**config.mk**
```make
export PLATFORM = sky130hd
export DESIGN_NAME = integer_to_radix_digits_core_flat
export DESIGN_NICKNAME = d
export VERILOG_FILES = /design/src/sv/irdg_pkg.sv /design/src/sv/irdg_req_if.sv /design/src/sv/irdg_rsp_if.sv /design/src/sv/irdg_queue.sv /design/src/sv/irdg_front.sv /design/src/sv/irdg_back.sv /design/src/sv/integer_to_radix_digits_core.sv /design/src/flat_wrapper.sv
export SDC_FILE = /design/constraint.sdc
export NUM_CORES = 1
export LEC_CHECK = 0
export BUFFER_PORTS_ARGS = -buffer_cell sky130_fd_sc_hd__buf_2
export CAP_MARGIN = 20
export CORE_MARGIN = 10
export CORE_UTILIZATION = 48
export DETAILED_ROUTE_END_ITERATION = 12
export PLACE_DENSITY_LB_ADDON = 0.25
export SYNTH_ARGS = -nofsm -noshare
export SYNTH_HDL_FRONTEND = slang
export SYNTH_SLANG_ARGS = --single-unit
```
**constraint.sdc**
```tcl
create_clock -name clock -period 21.1 [get_ports clock]
set_input_delay 2.11 -clock clock [delete_from_list [all_inputs] [get_ports clock]]
set_output_delay 2.11 -clock clock [all_outputs]
set_load 0.02 [all_outputs]
```
**src/sv/irdg_pkg.sv**
```systemverilog
`timescale 1ns / 1ps
package irdg_pkg;

   localparam int VALUE_WIDTH  = 32;
   localparam int RADIX_WIDTH  = 5;
   localparam int DIGIT_WIDTH  = 4;
   localparam int CHAR_WIDTH   = 7;
   localparam int DIGIT_DEPTH  = 32;
   localparam int INDEX_WIDTH  = $clog2(DIGIT_DEPTH);
   localparam int COUNT_WIDTH  = $clog2(DIGIT_DEPTH + 1);
   // Quotient bits produced per divider cycle.
   localparam int SLICE_WIDTH  = 8;
   localparam int SLICE_STEPS  = VALUE_WIDTH / SLICE_WIDTH;
   localparam int STEP_WIDTH   = $clog2(SLICE_STEPS);
   localparam int QUEUE_DEPTH  = 2;
   localparam int QPTR_WIDTH   = $clog2(QUEUE_DEPTH);
   localparam int QCOUNT_WIDTH = $clog2(QUEUE_DEPTH + 1);

   localparam logic [RADIX_WIDTH-1:0] RADIX_RESET = RADIX_WIDTH'(10);
   localparam logic [RADIX_WIDTH-1:0] RADIX_MIN   = RADIX_WIDTH'(2);
   localparam logic [RADIX_WIDTH-1:0] RADIX_MAX   = RADIX_WIDTH'(16);
   localparam logic [CHAR_WIDTH-1:0]  NEWLINE_CHAR = CHAR_WIDTH'(10);

   typedef struct packed {
      logic [VALUE_WIDTH-1:0] value;
      logic [RADIX_WIDTH-1:0] base;
   } job_type;

   typedef enum logic [1:0] {
      BACK_IDLE,
      BACK_DIVIDE,
      BACK_EMIT
   } back_state_type;

   function automatic logic [CHAR_WIDTH-1:0] digit_char(input logic [DIGIT_WIDTH-1:0] digit);
      logic [CHAR_WIDTH-1:0] result;
      begin
         case (digit)
            4'h0: result = CHAR_WIDTH'(8'h30);
            4'h1: result = CHAR_WIDTH'(8'h31);
            4'h2: result = CHAR_WIDTH'(8'h32);
            4'h3: result = CHAR_WIDTH'(8'h33);
            4'h4: result = CHAR_WIDTH'(8'h34);
            4'h5: result = CHAR_WIDTH'(8'h35);
            4'h6: result = CHAR_WIDTH'(8'h36);
            4'h7: result = CHAR_WIDTH'(8'h37);
            4'h8: result = CHAR_WIDTH'(8'h38);
            4'h9: result = CHAR_WIDTH'(8'h39);
            4'ha: result = CHAR_WIDTH'(8'h61);
            4'hb: result = CHAR_WIDTH'(8'h62);
            4'hc: result = CHAR_WIDTH'(8'h63);
            4'hd: result = CHAR_WIDTH'(8'h64);
            4'he: result = CHAR_WIDTH'(8'h65);
            4'hf: result = CHAR_WIDTH'(8'h66);
            default: result = CHAR_WIDTH'(8'h30);
         endcase
         return result;
      end
   endfunction

endpackage

```
**src/sv/irdg_req_if.sv**
```systemverilog
`timescale 1ns / 1ps
interface irdg_req_if;
   logic                            valid;
   logic                            ready;
   logic [irdg_pkg::VALUE_WIDTH-1:0] value;

   modport source (output valid, output value, input ready);
   modport sink (input valid, input value, output ready);
endinterface

```
**src/sv/irdg_rsp_if.sv**
```systemverilog
`timescale 1ns / 1ps
interface irdg_rsp_if;
   logic                           valid;
   logic                           ready;
   logic [irdg_pkg::CHAR_WIDTH-1:0] character;
   logic                           last;

   modport source (output valid, output character, output last, input ready);
   modport sink (input valid, input character, input last, output ready);
endinterface

```
**src/sv/irdg_queue.sv**
```systemverilog
`timescale 1ns / 1ps
module irdg_queue (
   input  logic              clock,
   input  logic              reset,
   input  logic              push_valid,
   output logic              push_ready,
   input  irdg_pkg::job_type push_job,
   output logic              pop_valid,
   input  logic              pop_ready,
   output irdg_pkg::job_type pop_job
);
   import irdg_pkg::*;

   job_type                 slot_ff [QUEUE_DEPTH];
   logic [QPTR_WIDTH-1:0]   wr_ptr_ff, wr_ptr_in;
   logic [QPTR_WIDTH-1:0]   rd_ptr_ff, rd_ptr_in;
   logic [QCOUNT_WIDTH-1:0] fill_ff, fill_in;
   logic                    do_push, do_pop;

   assign push_ready = (fill_ff != QCOUNT_WIDTH'(QUEUE_DEPTH));
   assign pop_valid  = (fill_ff != '0);
   assign pop_job    = slot_ff[rd_ptr_ff];
   assign do_push    = push_valid && push_ready;
   assign do_pop     = pop_valid && pop_ready;

   always_comb begin
      wr_ptr_in = wr_ptr_ff;
      rd_ptr_in = rd_ptr_ff;
      fill_in   = fill_ff;
      if (do_push) begin
         wr_ptr_in = (wr_ptr_ff == QPTR_WIDTH'(QUEUE_DEPTH - 1)) ? '0 : wr_ptr_ff + 1'b1;
      end
      if (do_pop) begin
         rd_ptr_in = (rd_ptr_ff == QPTR_WIDTH'(QUEUE_DEPTH - 1)) ? '0 : rd_ptr_ff + 1'b1;
      end
      if (do_push && !do_pop) begin
         fill_in = fill_ff + 1'b1;
      end else if (do_pop && !do_push) begin
         fill_in = fill_ff - 1'b1;
      end
   end

   always_ff @(posedge clock) begin
      if (reset) begin
         wr_ptr_ff <= '0;
         rd_ptr_ff <= '0;
         fill_ff   <= '0;
      end else begin
         wr_ptr_ff <= wr_ptr_in;
         rd_ptr_ff <= rd_ptr_in;
         fill_ff   <= fill_in;
      end
   end

   always_ff @(posedge clock) begin
      if (do_push) begin
         slot_ff[wr_ptr_ff] <= push_job;
      end
   end

endmodule

```
**src/sv/irdg_front.sv**
```systemverilog
`timescale 1ns / 1ps
module irdg_front (
   input  logic                             clock,
   input  logic                             reset,
   irdg_req_if.sink                         req,
   input  logic                             csr_write_enable,
   input  logic [irdg_pkg::RADIX_WIDTH-1:0] csr_write_data,
   output logic                             push_valid,
   input  logic                             push_ready,
   output irdg_pkg::job_type                push_job
);
   import irdg_pkg::*;

   logic [RADIX_WIDTH-1:0] radix_ff, radix_in;
   logic [RADIX_WIDTH-1:0] base;

   always_comb begin
      radix_in = csr_write_enable ? csr_write_data : radix_ff;
   end

   always_ff @(posedge clock) begin
      if (reset) begin
         radix_ff <= RADIX_RESET;
      end else begin
         radix_ff <= radix_in;
      end
   end

   // Out-of-range bases saturate to the nearest supported one.
   always_comb begin
      if (radix_ff < RADIX_MIN) begin
         base = RADIX_MIN;
      end else if (radix_ff > RADIX_MAX) begin
         base = RADIX_MAX;
      end else begin
         base = radix_ff;
      end
   end

   assign req.ready      = push_ready;
   assign push_valid     = req.valid;
   assign push_job.value = req.value;
   assign push_job.base  = base;

endmodule

```
**src/sv/irdg_back.sv**
```systemverilog
`timescale 1ns / 1ps
module irdg_back (
   input  logic              clock,
   input  logic              reset,
   input  logic              pop_valid,
   output logic              pop_ready,
   input  irdg_pkg::job_type pop_job,
   irdg_rsp_if.source        rsp
);
   import irdg_pkg::*;

   back_state_type           state_ff, state_in;
   logic [VALUE_WIDTH-1:0]   quo_ff, quo_in;
   logic [RADIX_WIDTH-1:0]   base_ff, base_in;
   logic [DIGIT_WIDTH-1:0]   rem_ff, rem_in;
   logic [STEP_WIDTH-1:0]    step_ff, step_in;
   logic [COUNT_WIDTH-1:0]   count_ff, count_in;
   logic                     out_valid_ff, out_valid_in;
   logic [CHAR_WIDTH-1:0]    out_char_ff, out_char_in;
   logic                     out_last_ff, out_last_in;
   logic [DIGIT_WIDTH-1:0]   store_ff [DIGIT_DEPTH];
   logic                     store_we;
   logic [DIGIT_WIDTH-1:0]   slice_rem;
   logic [SLICE_WIDTH-1:0]   slice_quo;
   logic [VALUE_WIDTH-1:0]   quo_next;
   logic [COUNT_WIDTH-1:0]   count_dec;
   logic                     out_free;

   // One slice of restoring division: SLICE_WIDTH quotient bits per cycle.
   always_comb begin
      logic [DIGIT_WIDTH:0] trial;
      logic [DIGIT_WIDTH-1:0] partial;
      partial = rem_ff;
      slice_quo = '0;
      for (int i = 0; i < SLICE_WIDTH; i++) begin
         trial = {partial, quo_ff[VALUE_WIDTH-1-i]};
         if (trial >= (DIGIT_WIDTH+1)'(base_ff)) begin
            trial = trial - (DIGIT_WIDTH+1)'(base_ff);
            slice_quo[SLICE_WIDTH-1-i] = 1'b1;
         end
         partial = trial[DIGIT_WIDTH-1:0];
      end
      slice_rem = partial;
   end

   assign quo_next  = {quo_ff[VALUE_WIDTH-SLICE_WIDTH-1:0], slice_quo};
   assign count_dec = count_ff - 1'b1;
   assign out_free  = !out_valid_ff || rsp.ready;

   always_comb begin
      state_in     = state_ff;
      quo_in       = quo_ff;
      base_in      = base_ff;
      rem_in       = rem_ff;
      step_in      = step_ff;
      count_in     = count_ff;
      out_valid_in = out_valid_ff && !rsp.ready;
      out_char_in  = out_char_ff;
      out_last_in  = out_last_ff;
      pop_ready    = 1'b0;
      store_we     = 1'b0;
      case (state_ff)
         BACK_IDLE: begin
            pop_ready = 1'b1;
            if (pop_valid) begin
               quo_in   = pop_job.value;
               base_in  = pop_job.base;
               rem_in   = '0;
               step_in  = '0;
               count_in = '0;
               state_in = BACK_DIVIDE;
            end
         end
         BACK_DIVIDE: begin
            quo_in  = quo_next;
            rem_in  = slice_rem;
            step_in = step_ff + 1'b1;
            if (step_ff == STEP_WIDTH'(SLICE_STEPS - 1)) begin
               // The slice finished a digit; the remainder is that digit.
               store_we = 1'b1;
               count_in = count_ff + 1'b1;
               rem_in   = '0;
               step_in  = '0;
               if (quo_next == '0 || count_ff == COUNT_WIDTH'(DIGIT_DEPTH - 1)) begin
                  state_in = BACK_EMIT;
               end
            end
         end
         BACK_EMIT: begin
            if (out_free) begin
               out_valid_in = 1'b1;
               if (count_ff == '0) begin
                  out_char_in = NEWLINE_CHAR;
                  out_last_in = 1'b1;
                  state_in    = BACK_IDLE;
               end else begin
                  out_char_in = digit_char(store_ff[count_dec[INDEX_WIDTH-1:0]]);
                  out_last_in = 1'b0;
                  count_in    = count_dec;
               end
            end
         end
         default: begin
            state_in = BACK_IDLE;
         end
      endcase
   end

   always_ff @(posedge clock) begin
      if (reset) begin
         state_ff     <= BACK_IDLE;
         step_ff      <= '0;
         count_ff     <= '0;
         quo_ff       <= '0;
         out_valid_ff <= 1'b0;
      end else begin
         state_ff     <= state_in;
         step_ff      <= step_in;
         count_ff     <= count_in;
         quo_ff       <= quo_in;
         out_valid_ff <= out_valid_in;
      end
   end

   always_ff @(posedge clock) begin
      base_ff     <= base_in;
      rem_ff      <= rem_in;
      out_char_ff <= out_char_in;
      out_last_ff <= out_last_in;
      if (store_we) begin
         store_ff[count_ff[INDEX_WIDTH-1:0]] <= slice_rem;
      end
   end

   assign rsp.valid     = out_valid_ff;
   assign rsp.character = out_char_ff;
   assign rsp.last      = out_last_ff;

endmodule

```
**src/sv/integer_to_radix_digits_core.sv**
```systemverilog
`timescale 1ns / 1ps
// Converts each 32-bit unsigned value on the req channel into lower-case ASCII digits in the
// base held in the csr register (reset 10; 0 and 1 act as 2, 17 to 31 act as 16), sent on the
// rsp channel most significant digit first with no leading zeros, followed by a newline item
// with last set. A front stage latches the base with each value into a two-entry queue, so up
// to two values can wait while a back stage converts. The back stage divides by the base with
// a shared restoring divider that yields 8 quotient bits per cycle, digit after digit, and then
// sends one character per cycle while rsp is ready; it takes the next value from the queue only
// after it has issued the newline of the last one.
// Write the csr register only while no conversion is pending.
module integer_to_radix_digits_core (
   input  logic                             clock,
   input  logic                             reset,
   irdg_req_if.sink                         req,
   irdg_rsp_if.source                       rsp,
   input  logic                             csr_write_enable,
   input  logic [irdg_pkg::RADIX_WIDTH-1:0] csr_write_data
);
   import irdg_pkg::*;

   logic    push_valid, push_ready;
   job_type push_job;
   logic    pop_valid, pop_ready;
   job_type pop_job;

   irdg_front u_front (
      .clock            (clock),
      .reset            (reset),
      .req              (req),
      .csr_write_enable (csr_write_enable),
      .csr_write_data   (csr_write_data),
      .push_valid       (push_valid),
      .push_ready       (push_ready),
      .push_job         (push_job)
   );

   irdg_queue u_queue (
      .clock      (clock),
      .reset      (reset),
      .push_valid (push_valid),
      .push_ready (push_ready),
      .push_job   (push_job),
      .pop_valid  (pop_valid),
      .pop_ready  (pop_ready),
      .pop_job    (pop_job)
   );

   irdg_back u_back (
      .clock     (clock),
      .reset     (reset),
      .pop_valid (pop_valid),
      .pop_ready (pop_ready),
      .pop_job   (pop_job),
      .rsp       (rsp)
   );

endmodule

```
**src/flat_wrapper.sv**
```systemverilog
// flat-port wrapper written by rule: the top's interface ports become plain ports
module integer_to_radix_digits_core_flat import irdg_pkg::*;
  (clock, reset, csr_write_enable, csr_write_data, req_valid, req_value, req_ready, rsp_valid, rsp_character, rsp_last, rsp_ready);
  irdg_req_if req_i ();
  irdg_rsp_if rsp_i ();
  input  logic clock;
  input  logic reset;
  input  logic csr_write_enable;
  input  logic [irdg_pkg::RADIX_WIDTH-1:0] csr_write_data;
  input wire logic [$bits(req_i.valid)-1:0] req_valid;
  input wire logic [$bits(req_i.value)-1:0] req_value;
  output wire logic [$bits(req_i.ready)-1:0] req_ready;
  output wire logic [$bits(rsp_i.valid)-1:0] rsp_valid;
  output wire logic [$bits(rsp_i.character)-1:0] rsp_character;
  output wire logic [$bits(rsp_i.last)-1:0] rsp_last;
  input wire logic [$bits(rsp_i.ready)-1:0] rsp_ready;
  assign req_i.valid = req_valid;
  assign req_i.value = req_value;
  assign req_ready = req_i.ready;
  assign rsp_valid = rsp_i.valid;
  assign rsp_character = rsp_i.character;
  assign rsp_last = rsp_i.last;
  assign rsp_i.ready = rsp_ready;
  integer_to_radix_digits_core u_core (.clock(clock), .reset(reset), .req(req_i), .rsp(rsp_i), .csr_write_enable(csr_write_enable), .csr_write_data(csr_write_data));
endmodule
```
## Word-level counts from Yosys, hierarchy flattened

Memory sizes are Yosys's and may differ from the RTL's. A register that Yosys moved wholly into a read port is not among the register bits.
Index checks and enable logic that the tools add are counted.

- Bits in registers: 69
- RAM bits: 202
- Memory bits (read-only): 96
- Input port bits: 42
- Output and inout port bits: 10
- Logic and storage cells: 128
- Memories: 3

Memory list:

| name | words | width | rd ports | clocked after Yosys merged registers in | wr ports | RTL line | source |
|---|---|---|---|---|---|---|---|
| u_core.u_back.store_ff | 32 | 4 | 1 | 0 | 1 | irdg_back.sv:21 | `logic [DIGIT_WIDTH-1:0] store_ff [DIGIT_DEPTH];` |
| (name not given) | 16 | 6 | 1 | 1 | 0 | irdg_pkg.sv:38 | `case (digit)` |
| u_core.u_queue.slot_ff | 2 | 37 | 1 | 1 | 1 | irdg_queue.sv:14 | `job_type slot_ff [QUEUE_DEPTH];` |

- Add/subtract/negate cells: 15
- $lt $le $gt $ge: 10
- Equal/unequal tests: 11
- Multiplexer cells: 53
- Reductions and logical operators: 23

Operators with widths:

| kind | number |
|---|---|
| $pmux 32 s2 | 1 |
| $ge 5x5->1 | 8 |
| $mux 4 | 10 |
| $logic_not 32->1 | 1 |
| $mux 32 | 1 |
| $sub 4x4->4 | 8 |
| $mux 6 | 4 |
| $mux 1 | 22 |
| $mux 2 | 9 |
| $pmux 6 s3 | 1 |
| $ne 2x2->1 const B | 6 |
| $mux 5 | 2 |
| $reduce_and 5->1 | 2 |
| $pmux 4 s2 | 1 |
| $add 6x1->6 const B | 1 |
| $eq 6x5->1 const B | 1 |
| $logic_not 6->1 | 1 |
| $pmux 2 s3 | 1 |
| $reduce_and 2->1 | 3 |
| $reduce_bool 2->1 | 3 |
| $sub 6x1->6 const B | 1 |
| $gt 5x5->1 const B | 1 |
| $logic_and 1x1->1 | 5 |
| $lt 5x2->1 const B | 1 |
| 11 further kinds | 18 |

## Longest topological paths before layout

Gate-level depths: netlist of the first run.

- Depth after elaboration: 21
- Gate-level depth with buffers: 50
- Mapped depth without buffers: 49

## By module

From an unflattened synthesis of the first run, not the netlist that was laid out.

- Cells, all modules: 983
- Area, all modules: 13,171.4 um2

Modules (own cells, without submodules):

| module | instances | cells an instance | area each (um2) | sequential area each (um2) |
|---|---|---|---|---|
| irdg_back | 1 | 787 | 9,796.9 | 5,215.0 |
| irdg_queue | 1 | 139 | 2,889.0 | 2,322.2 |
| irdg_front | 1 | 57 | 485.5 | 100.1 |

## Least setup slack after synthesis of the first run

No wires, ideal clock.

- Kind: register to register
- From: register u_core.u_back.base_ff[1]
- To: memory u_core.u_back.store_ff[0][2] (data pin)
- Library setup time: 0.377 ns
- Arrival: 10.744 ns
- Required time: 20.723 ns
- Setup slack: 9.980 ns
- Cell stages (with the launch flop): 45
- Period minus slack after synthesis: 11.120 ns
- Cells stage by stage: edfxtp_1 > inv_1 > ha_1 > a31oi_1 > o21ai_2 > mux2_2 > ha_1 > a21oi_1 > o21ai_0 > a31oi_2 > mux2_2 > inv_1 > ha_1 > nand2_1 > o21ai_0 > a31oi_1 > mux2_2 > inv_1 > [... 9 more ...] > a31oi_1 > mux2_2 > inv_1 > ha_1 > a21o_1 > a31oi_1 > o21ai_1 > mux2_2 > ha_1 > a21o_1 > a31oi_4 > mux2_2 > ha_1 > nand2_1 > o21ai_0 > clkbuf_1 > nor2_1 > a21oi_1

- Longest elaborated chain between the ends: 16
- Elaborated cells on any way between the ends: 24
- Classes of those cells: add/sub (8); order compare (8); mux (8)

RTL lines:

| what | RTL line | source |
|---|---|---|
| start, declared | irdg_back.sv:14 | `logic [RADIX_WIDTH-1:0] base_ff, base_in;` |
| start signal, assigned | irdg_back.sv:126 | `base_ff <= base_in;` |
| $sub 4x4->4 / $ge 5x5->1 (equally long branches) | irdg_back.sv:38, irdg_back.sv:37 |  |
| $mux 4 | irdg_back.sv:37 | `if (trial >= (DIGIT_WIDTH+1)'(base_ff)) begin` |
| $sub 4x4->4 / $ge 5x5->1 (equally long branches) | irdg_back.sv:38, irdg_back.sv:37 |  |
| $mux 4 | irdg_back.sv:37 |  |
| $sub 4x4->4 / $ge 5x5->1 (equally long branches) | irdg_back.sv:38, irdg_back.sv:37 |  |
| $mux 4 | irdg_back.sv:37 |  |
| $ge 5x5->1 / $sub 4x4->4 (equally long branches) | irdg_back.sv:37, irdg_back.sv:38 |  |
| $mux 4 | irdg_back.sv:37 |  |
| $sub 4x4->4 / $ge 5x5->1 (equally long branches) | irdg_back.sv:38, irdg_back.sv:37 |  |
| $mux 4 | irdg_back.sv:37 |  |
| $sub 4x4->4 / $ge 5x5->1 (equally long branches) | irdg_back.sv:38, irdg_back.sv:37 |  |
| $mux 4 | irdg_back.sv:37 |  |
| $ge 5x5->1 / $sub 4x4->4 (equally long branches) | irdg_back.sv:37, irdg_back.sv:38 |  |
| $mux 4 | irdg_back.sv:37 |  |
| $sub 4x4->4 / $ge 5x5->1 (equally long branches) | irdg_back.sv:38, irdg_back.sv:37 |  |
| $mux 4 (*) | irdg_back.sv:37 |  |
| named net u_core.u_back.slice_rem[2] | irdg_back.sv:23 | `logic [DIGIT_WIDTH-1:0] slice_rem;` |
| end, declared | irdg_back.sv:21 |  |

Mark *: on every way through the listed nets, which the timed path passes. The rest lies on a longest branch.

## Worst setup path after layout of the first run

- From: register u_core.u_back.base_ff[1]
- To: register u_core.u_back.rem_ff[1] (data pin)

- Longest elaborated chain between the ends: 18
- Elaborated cells on any way between the ends: 26
- Classes of those cells: add/sub (8); order compare (8); mux (10)

RTL lines:

| what | RTL line | source |
|---|---|---|
| $sub 4x4->4 / $ge 5x5->1 (equally long branches) | irdg_back.sv:38, irdg_back.sv:37 |  |
| $mux 4 | irdg_back.sv:37 |  |
| $sub 4x4->4 / $ge 5x5->1 (equally long branches) | irdg_back.sv:38, irdg_back.sv:37 |  |
| $mux 4 | irdg_back.sv:37 |  |
| $sub 4x4->4 / $ge 5x5->1 (equally long branches) | irdg_back.sv:38, irdg_back.sv:37 |  |
| $mux 4 | irdg_back.sv:37 |  |
| $ge 5x5->1 / $sub 4x4->4 (equally long branches) | irdg_back.sv:37, irdg_back.sv:38 |  |
| $mux 4 | irdg_back.sv:37 |  |
| [... 3 more ...] | -- |  |
| $mux 4 | irdg_back.sv:37 |  |
| $ge 5x5->1 / $sub 4x4->4 (equally long branches) | irdg_back.sv:37, irdg_back.sv:38 |  |
| $mux 4 | irdg_back.sv:37 |  |
| $sub 4x4->4 / $ge 5x5->1 (equally long branches) | irdg_back.sv:38, irdg_back.sv:37 |  |
| $mux 4 (*) | irdg_back.sv:37 |  |
| named net u_core.u_back.slice_rem[1] | irdg_back.sv:23 |  |
| $mux 4 (*) | irdg_back.sv:78 | `if (step_ff == STEP_WIDTH'(SLICE_STEPS - 1)) begin` |
| $pmux 4 s2 (*) | irdg_back.sv:62 | `case (state_ff)` |
| end signal, assigned | irdg_back.sv:127 | `rem_ff <= rem_in;` |
| end, declared | irdg_back.sv:15 | `logic [DIGIT_WIDTH-1:0] rem_ff, rem_in;` |

Marks and branches as above.
A chain may end at the register's enable or synchronous reset.

==> results.py, run 1 <==
metrics = {
    "outcome": {
        "outcome": "finished, final reports clean",
    },
    "floorplan": {
        "initial_core_util_pct": 49.1,
        "die_x_um": 184,
        "num_rows": 59,
        "dieArea_um2": 33800,
        "io_pins": 52,
        "dieHeight_um": 184,
        "core-area_um2": 26300,
    },
    "flow_run": {
        "cap_viol_max_count": 0,
    },
    "yosys": {
        "syn_avg_cell_area_um2": 12.8,
        "yosysTopAreaCell": "edfxtp_1",
        "yosysTopAreaCellShare_pct": 51.0,
        "netlist_instances": 1010,
        "ys.flop_type": "edfxtp_1",
        "ys_top_cells_by_count": "edfxtp_1 (219), nor2_1 (156), a21oi_1 (90)",
        "yosys_warnings": 0,
        "ys_async_sr_fraction_pct": 0,
        "ys_ff_latch": 272,
        "synth_edf_count": 219,
        "yosysSeqAreaShare_pct": 59.2,
        "synth.distinct_cells": 58,
        "synthTopCellsByArea": "edfxtp_1 (51%), dfxtp_1 (8.2%), mux4_2 (5.9%)",
        "synth_area_um2": 12900,
        "synth_fp_nets": 1113,
        "synth_most_common_cell": "edfxtp_1",
    },
    "timing": {
        "timing.final.crit_share_pct": 59.0,
        "post-route-min-period_ns": 12.45,
        "hold_viol_final": 0,
        "rsz0062_at_grt": "no",
        "final_max_slew_viol_count": 0,
        "setup_viol_count_final": 0,
        "relSlewSlack_pct": 28.5,
        "final.setup.tns_ns": 0,
        "holdWs_ns": 0.484,
        "tightest_slew_ns": 1.07,
        "skew_ns": 0.0232,
        "max_freq_ghz": 0.0803,
    },
    "grt": {
        "overflow": 0,
        "grt_pass1_wl_mm": 42.8,
        "antenna_found_initial": 0,
        "grtUsageTotal_pct": 15.8,
        "grt_pass1_vias": 7928,
        "grt_max_degree": 83,
    },
    "finish": {
        "diodes": 0,
        "fin_nets": 1151,
        "fill_cells": 2178,
        "drive_above_1_share_pct": 16.4,
        "multi_input_area_um2": 4900,
        "regArea_um2": 7640,
        "area_growth_pct": 11.1,
    },
    "cts": {
        "htree_levels": 1,
        "cts_root_buf": "clkbuf_16",
        "cts.clk_slew.worst_paths_ns": 0.06,
        "ctsResizeCount": 0,
        "cts.sinks": 272,
        "insertion_delay_ns": 0.55,
        "cts_hold_buffers": 0,
        "cts_setup_buffers": 0,
        "clockBufferDepth": 3,
        "numCtsBuffers": 29,
        "cts_tree": "built",
    },
    "placement": {
        "dp_hpwl_mm": 18.1,
        "place.gp.congestion": 0.882,
        "numPortBuffers": 51,
    },
    "worst_setup_path": {
        "critPathCaptureType": "flip-flop",
        "cp_slowest_stage_delay_ns": 0.67,
        "critPathSlowestCell": "mux2_2",
        "r2r-end": "u_core.u_back.rem_ff[1]",
        "worstPathRequired_ns": 21.50,
        "path_common_cell": "ha_1",
        "rr_worst_depth": 46,
        "reg2reg_slack_ns": 8.65,
        "cp.arrival_ns": 12.85,
        "r2r-start": "u_core.u_back.base_ff[1]",
        "critPathMaxFanout": 33,
        "start_kind": "flip-flop",
        "crit_type": "reg -> reg",
    },
    "drt": {
        "wirelength_mm": 26.8,
        "drtIter0Drc": 511,
        "num_vias": 7898,
        "drc": 0,
        "final_antenna_net_count": 0,
        "dr.pass1.iters": 5,
        "detail_route.wl_per_cell_um": 19.1,
        "via_per_inst": 5.62,
    },
    "worst_hold_path": {
        "hold_path_startpoint": "u_core.u_back.quo_ff[31]",
        "hold_depth": 2,
        "hold_path_end": "u_core.u_back.quo_ff[31]",
        "min_path_type": "reg -> reg",
    },
}
## stage by stage
stage / util, % / setup WS, ns / instance area [um^2] / cells
6_report: 54.5 / 8.65 / 14300 / 1405
5_1_grt: 54.5 / 7.76 / 14300 / 1405
4_1_cts: 54.5 / 8.42 / 14300 / 1404
3_5_place_dp: 51.2 / 8.51 / 13500 / 1351
3_3_place_gp: 51.1 / 8.96 / 13400 / 1349
2_1_floorplan: - / 9.98 / 12900 / 1010
## critical path, delay by kind of cell, from the launching register on
kind / cells / cell delay (ns)
buffers and inverters: 6 / 0.88
AOI/OAI and AO/OA: 21 / 4.62
adders and majority gates: 8 / 2.20
and+or+nand+nor: 3 / 0.37
DFF: 1 / 0.66
muxes: 8 / 3.53
## layout make-up
| cell class | count | share of cell area, % |
|---|---|---|
| clock buffers | 43 | 5.58 |
| clock inverters | 10 | 0.375 |
| inverters | 39 | 1.02 |
| multi-input cells | 644 | 34.2 |
| flip-flops and latches | 272 | 53.3 |
| well taps | 335 | 2.92 |
| repair buffers | 62 | 2.60 |
## state kept, by name, indices dropped and copies added (netlist names), 2 cells and up, named ones only
name,count
u_core.u_back.step_ff,2
u_core.u_back.store_ff,128
u_core.u_queue.fill_ff,2
u_core.u_back.base_ff,5
u_core.u_back.count_ff,6
u_core.u_back.rsp.character,7
u_core.u_back.state_ff,2
u_core.u_back.quo_ff,32
u_core.u_back.rem_ff,4
u_core.u_queue.slot_ff,74
u_core.u_front.radix_ff,5
## placed cells by master, fill, tap and decap left out, types with 5 or more instances in the layout
cell type,n
a21oi_1,88
nand3_1,17
buf_2,51
o21ai_0,11
xor2_1,11
edfxtp_1,219
fa_1,8
dfxtp_1,51
or3_1,6
nor2b_1,14
nand2b_1,9
clkbuf_16,30
nor3b_1,5
a21o_1,17
mux2_2,25
mux2i_1,44
xnor2_1,18
ha_1,52
mux4_2,34
a31oi_1,6
nor4_1,6
a211oi_1,11
nand2_1,45
nor2_1,155
buf_4,8
inv_1,39
clkinv_1,5
nor3_1,6
clkbuf_1,13
## logic make-up after synthesis
logic type,count (synthesis),synth area share (%)
DFF,272,59.2
xor gates and xnor gates,29,1.97
buffers and inverters,94,3.05
adders and majority gates,61,6.38
AOI/OAI and AO/OA,164,7.76
muxes,104,11.7
and+or+nand+nor,286,9.95
## per-layer routing
| layer | up-vias | global-route usage [%] | routed length (um) |
|---|---|---|---|
| met1 | 3900 | 22.4 | 12700 |
| met3 | 32 | 2.41 | 1400 |
| li1 | 3788 | - | - |
| met5 | - | 0 | 0 |
| met2 | 178 | 25.3 | 12300 |
| met4 | 0 | 3.34 | 354 |
## worst max-delay path by stage
stage	startpoint	slack, ns	cells past startpoint	to
final	u_core.u_back.base_ff[1]	8.65	46	u_core.u_back.rem_ff[1]
after global routing	u_core.u_back.base_ff[1]	7.76	45	u_core.u_back.rem_ff[1]
after detailed placement	u_core.u_back.base_ff[1]	8.51	45	u_core.u_back.store_ff[10][2]
after CTS	u_core.u_back.base_ff[1]	8.42	45	u_core.u_back.store_ff[24][2]
after global placement	u_core.u_back.base_ff[1]	8.96	46	u_core.u_back.store_ff[10][0]
after floorplan	u_core.u_back.base_ff[1]	9.98	44	u_core.u_back.store_ff[0][2]
Power of run 1 is not shown: default switching activity piles up to over one toggle a cycle in this logic, so the estimate is an artifact.
==> inputs of run 2 (changes only) <==
- clock period: 21.1 -> 11.6 ns (I/O delays scaled with it)
==> run 2 against run 1 <==
Against the previous run: worst hold slack gained 0.0043 ns; critical path depth stayed put; routed wire length about the same; setup slack got worse by 7.7 ns; maximum frequency increased by 17%; largest cell class unchanged; highest routed layer unchanged.
==> results.py, run 2 (synthesis results as in run 1) <==
metrics = {
    "outcome": {
        "outcome": "finished, final reports clean",
    },
    "timing": {
        "tightest_slew_ns": 1.03,
        "final.setup.tns_ns": 0,
        "skew_ns": 0.0206,
        "max_freq_ghz": 0.0939,
        "hold_viol_final": 0,
        "final_max_slew_viol_count": 0,
        "timing.final.crit_share_pct": 91.8,
        "rsz0062_at_grt": "no",
        "post-route-min-period_ns": 10.65,
        "setup_viol_count_final": 0,
        "relSlewSlack_pct": 31.5,
    },
    "floorplan": {
        "core-area_um2": 26300,
        "dieArea_um2": 33800,
        "dieHeight_um": 184,
        "io_pins": 52,
        "initial_core_util_pct": 49.1,
        "die_x_um": 184,
        "num_rows": 59,
    },
    "drt": {
        "detail_route.wl_per_cell_um": 18.9,
        "wirelength_mm": 26.8,
        "final_antenna_net_count": 0,
        "dr.pass1.iters": 4,
        "num_vias": 7931,
        "drc": 0,
        "drtIter0Drc": 567,
        "via_per_inst": 5.60,
    },
    "cts": {
        "htree_levels": 1,
        "clockBufferDepth": 3,
        "cts_root_buf": "clkbuf_16",
        "cts.sinks": 272,
        "numCtsBuffers": 29,
        "insertion_delay_ns": 0.54,
        "cts.clk_slew.worst_paths_ns": 0.06,
        "cts_hold_buffers": 0,
        "cts_tree": "built",
    },
    "worst_setup_path": {
        "r2r-start": "u_core.u_back.rem_ff[1]",
        "cp_slowest_stage_delay_ns": 0.42,
        "worstPathRequired_ns": 12.08,
        "crit_buf_inv": 6,
        "reg2reg_slack_ns": 0.95,
        "critPathTopFamily": "compound AO/OA/AOI/OAI gates",
        "critPathSlowestCell": "edfxtp_1",
        "r2r-end": "u_core.u_back.state_ff[0]",
        "cp_num_cells": 46,
        "cp.arrival_ns": 11.13,
        "rr_worst_depth": 46,
        "startpoint": "u_core.u_back.rem_ff[1]",
        "critPathMaxFanout": 12,
        "crit_type": "reg -> reg",
        "path_common_cell": "ha_1",
        "critPathCaptureType": "flip-flop",
        "start_kind": "flip-flop",
        "crit_path_end": "u_core.u_back.state_ff[0]",
    },
    "grt": {
        "grtUsageTotal_pct": 15.8,
        "grt_pass1_vias": 7910,
        "grt_max_degree": 69,
        "antenna_found_initial": 0,
        "grt_pass1_wl_mm": 42.9,
        "overflow": 0,
    },
    "finish": {
        "fill_cells": 2172,
        "largest_reg_flops": 128,
        "layout_common_cells": "edfxtp_1 (219), nor2_1 (155), a21oi_1 (88), ha_1 (52)",
        "drive_above_1_share_pct": 18.1,
        "multi_input_area_um2": 4940,
        "regArea_um2": 7640,
        "diodes": 0,
        "area_growth_pct": 12.3,
        "final_common_cell": "edfxtp_1",
        "fin_nets": 1166,
    },
    "placement": {
        "numPortBuffers": 51,
        "dp_hpwl_mm": 17.9,
        "place.gp.congestion": 0.853,
    },
    "worst_hold_path": {
        "min_path_type": "reg -> reg",
    },
    "flow_run": {
        "cap_viol_max_count": 0,
    },
}
-- run 2: changes by cell type in the layout (fill, tap and decap cells not counted), sizes merged --
| cell | before | now |
|---|---|---|
| bufinv | 0 | 2 |
| clkinv | 8 | 10 |
| clkbuf | 43 | 35 |
| buf | 62 | 77 |
-- run 2: timing repair --
action,4_1_cts,5_1_grt
pin swaps,0,3
setup buffers,0,9
setup endpoints to repair,2,135
gates cloned,0,0
resized for setup,1,6
-- run 2: layer usage --
metal	routed length, um	GRT usage (%)
met3	1180	2.23
met5	0	0
met4	548	4.03
met1	12800	23.3
met2	12200	24.0
-- run 2: worst min-delay path: stages, from the launching register on --
cell	delay [ns]
dfxtp_1	0.32
a32oi_1	0.06
nor2_1	0.07
-- run 2: how the worst min path moves through the flow --
stage,end,depth (start not counted),startpoint,slack (ns)
CTS,u_core.u_back.quo_ff[26],2,u_core.u_back.quo_ff[26],0.49
finish,u_core.u_back.step_ff[1],2,u_core.u_back.step_ff[1],0.49
global placement,u_core.u_back.quo_ff[27],2,u_core.u_back.quo_ff[27],0.47
detailed placement,u_core.u_back.quo_ff[26],2,u_core.u_back.quo_ff[26],0.48
global route,u_core.u_back.state_ff[0],2,u_core.u_back.state_ff[0],0.52
floorplan,u_core.u_front.radix_ff[0],2,u_core.u_front.radix_ff[0],0.45
-- run 2: area by class of cell --
class                   instances  area share, %
clock inverters                14          0.846
inverters                      39           1.01
repair buffers                 77           3.25
multi-input cells             644           34.1
flip-flops and latches        272           52.7
well taps                     335           2.89
clock buffers                  35           5.16
-- run 2: stage by stage --
step	std cells	hold slack [ns]	setup WS [ns]	util (%)	instance area (um^2)
4_1_cts	1406	0.492	0.0887	54.7	14400
3_5_place_dp	1357	0.477	-0.0595	51.4	13500
2_1_floorplan	1010	0.452	0.480	-	12900
5_1_grt	1416	0.516	0.0764	55.1	14500
6_report	1416	0.489	0.950	55.1	14500
3_3_place_gp	1356	0.465	0.279	51.3	13500
Power of run 2 is left out for the same reason.
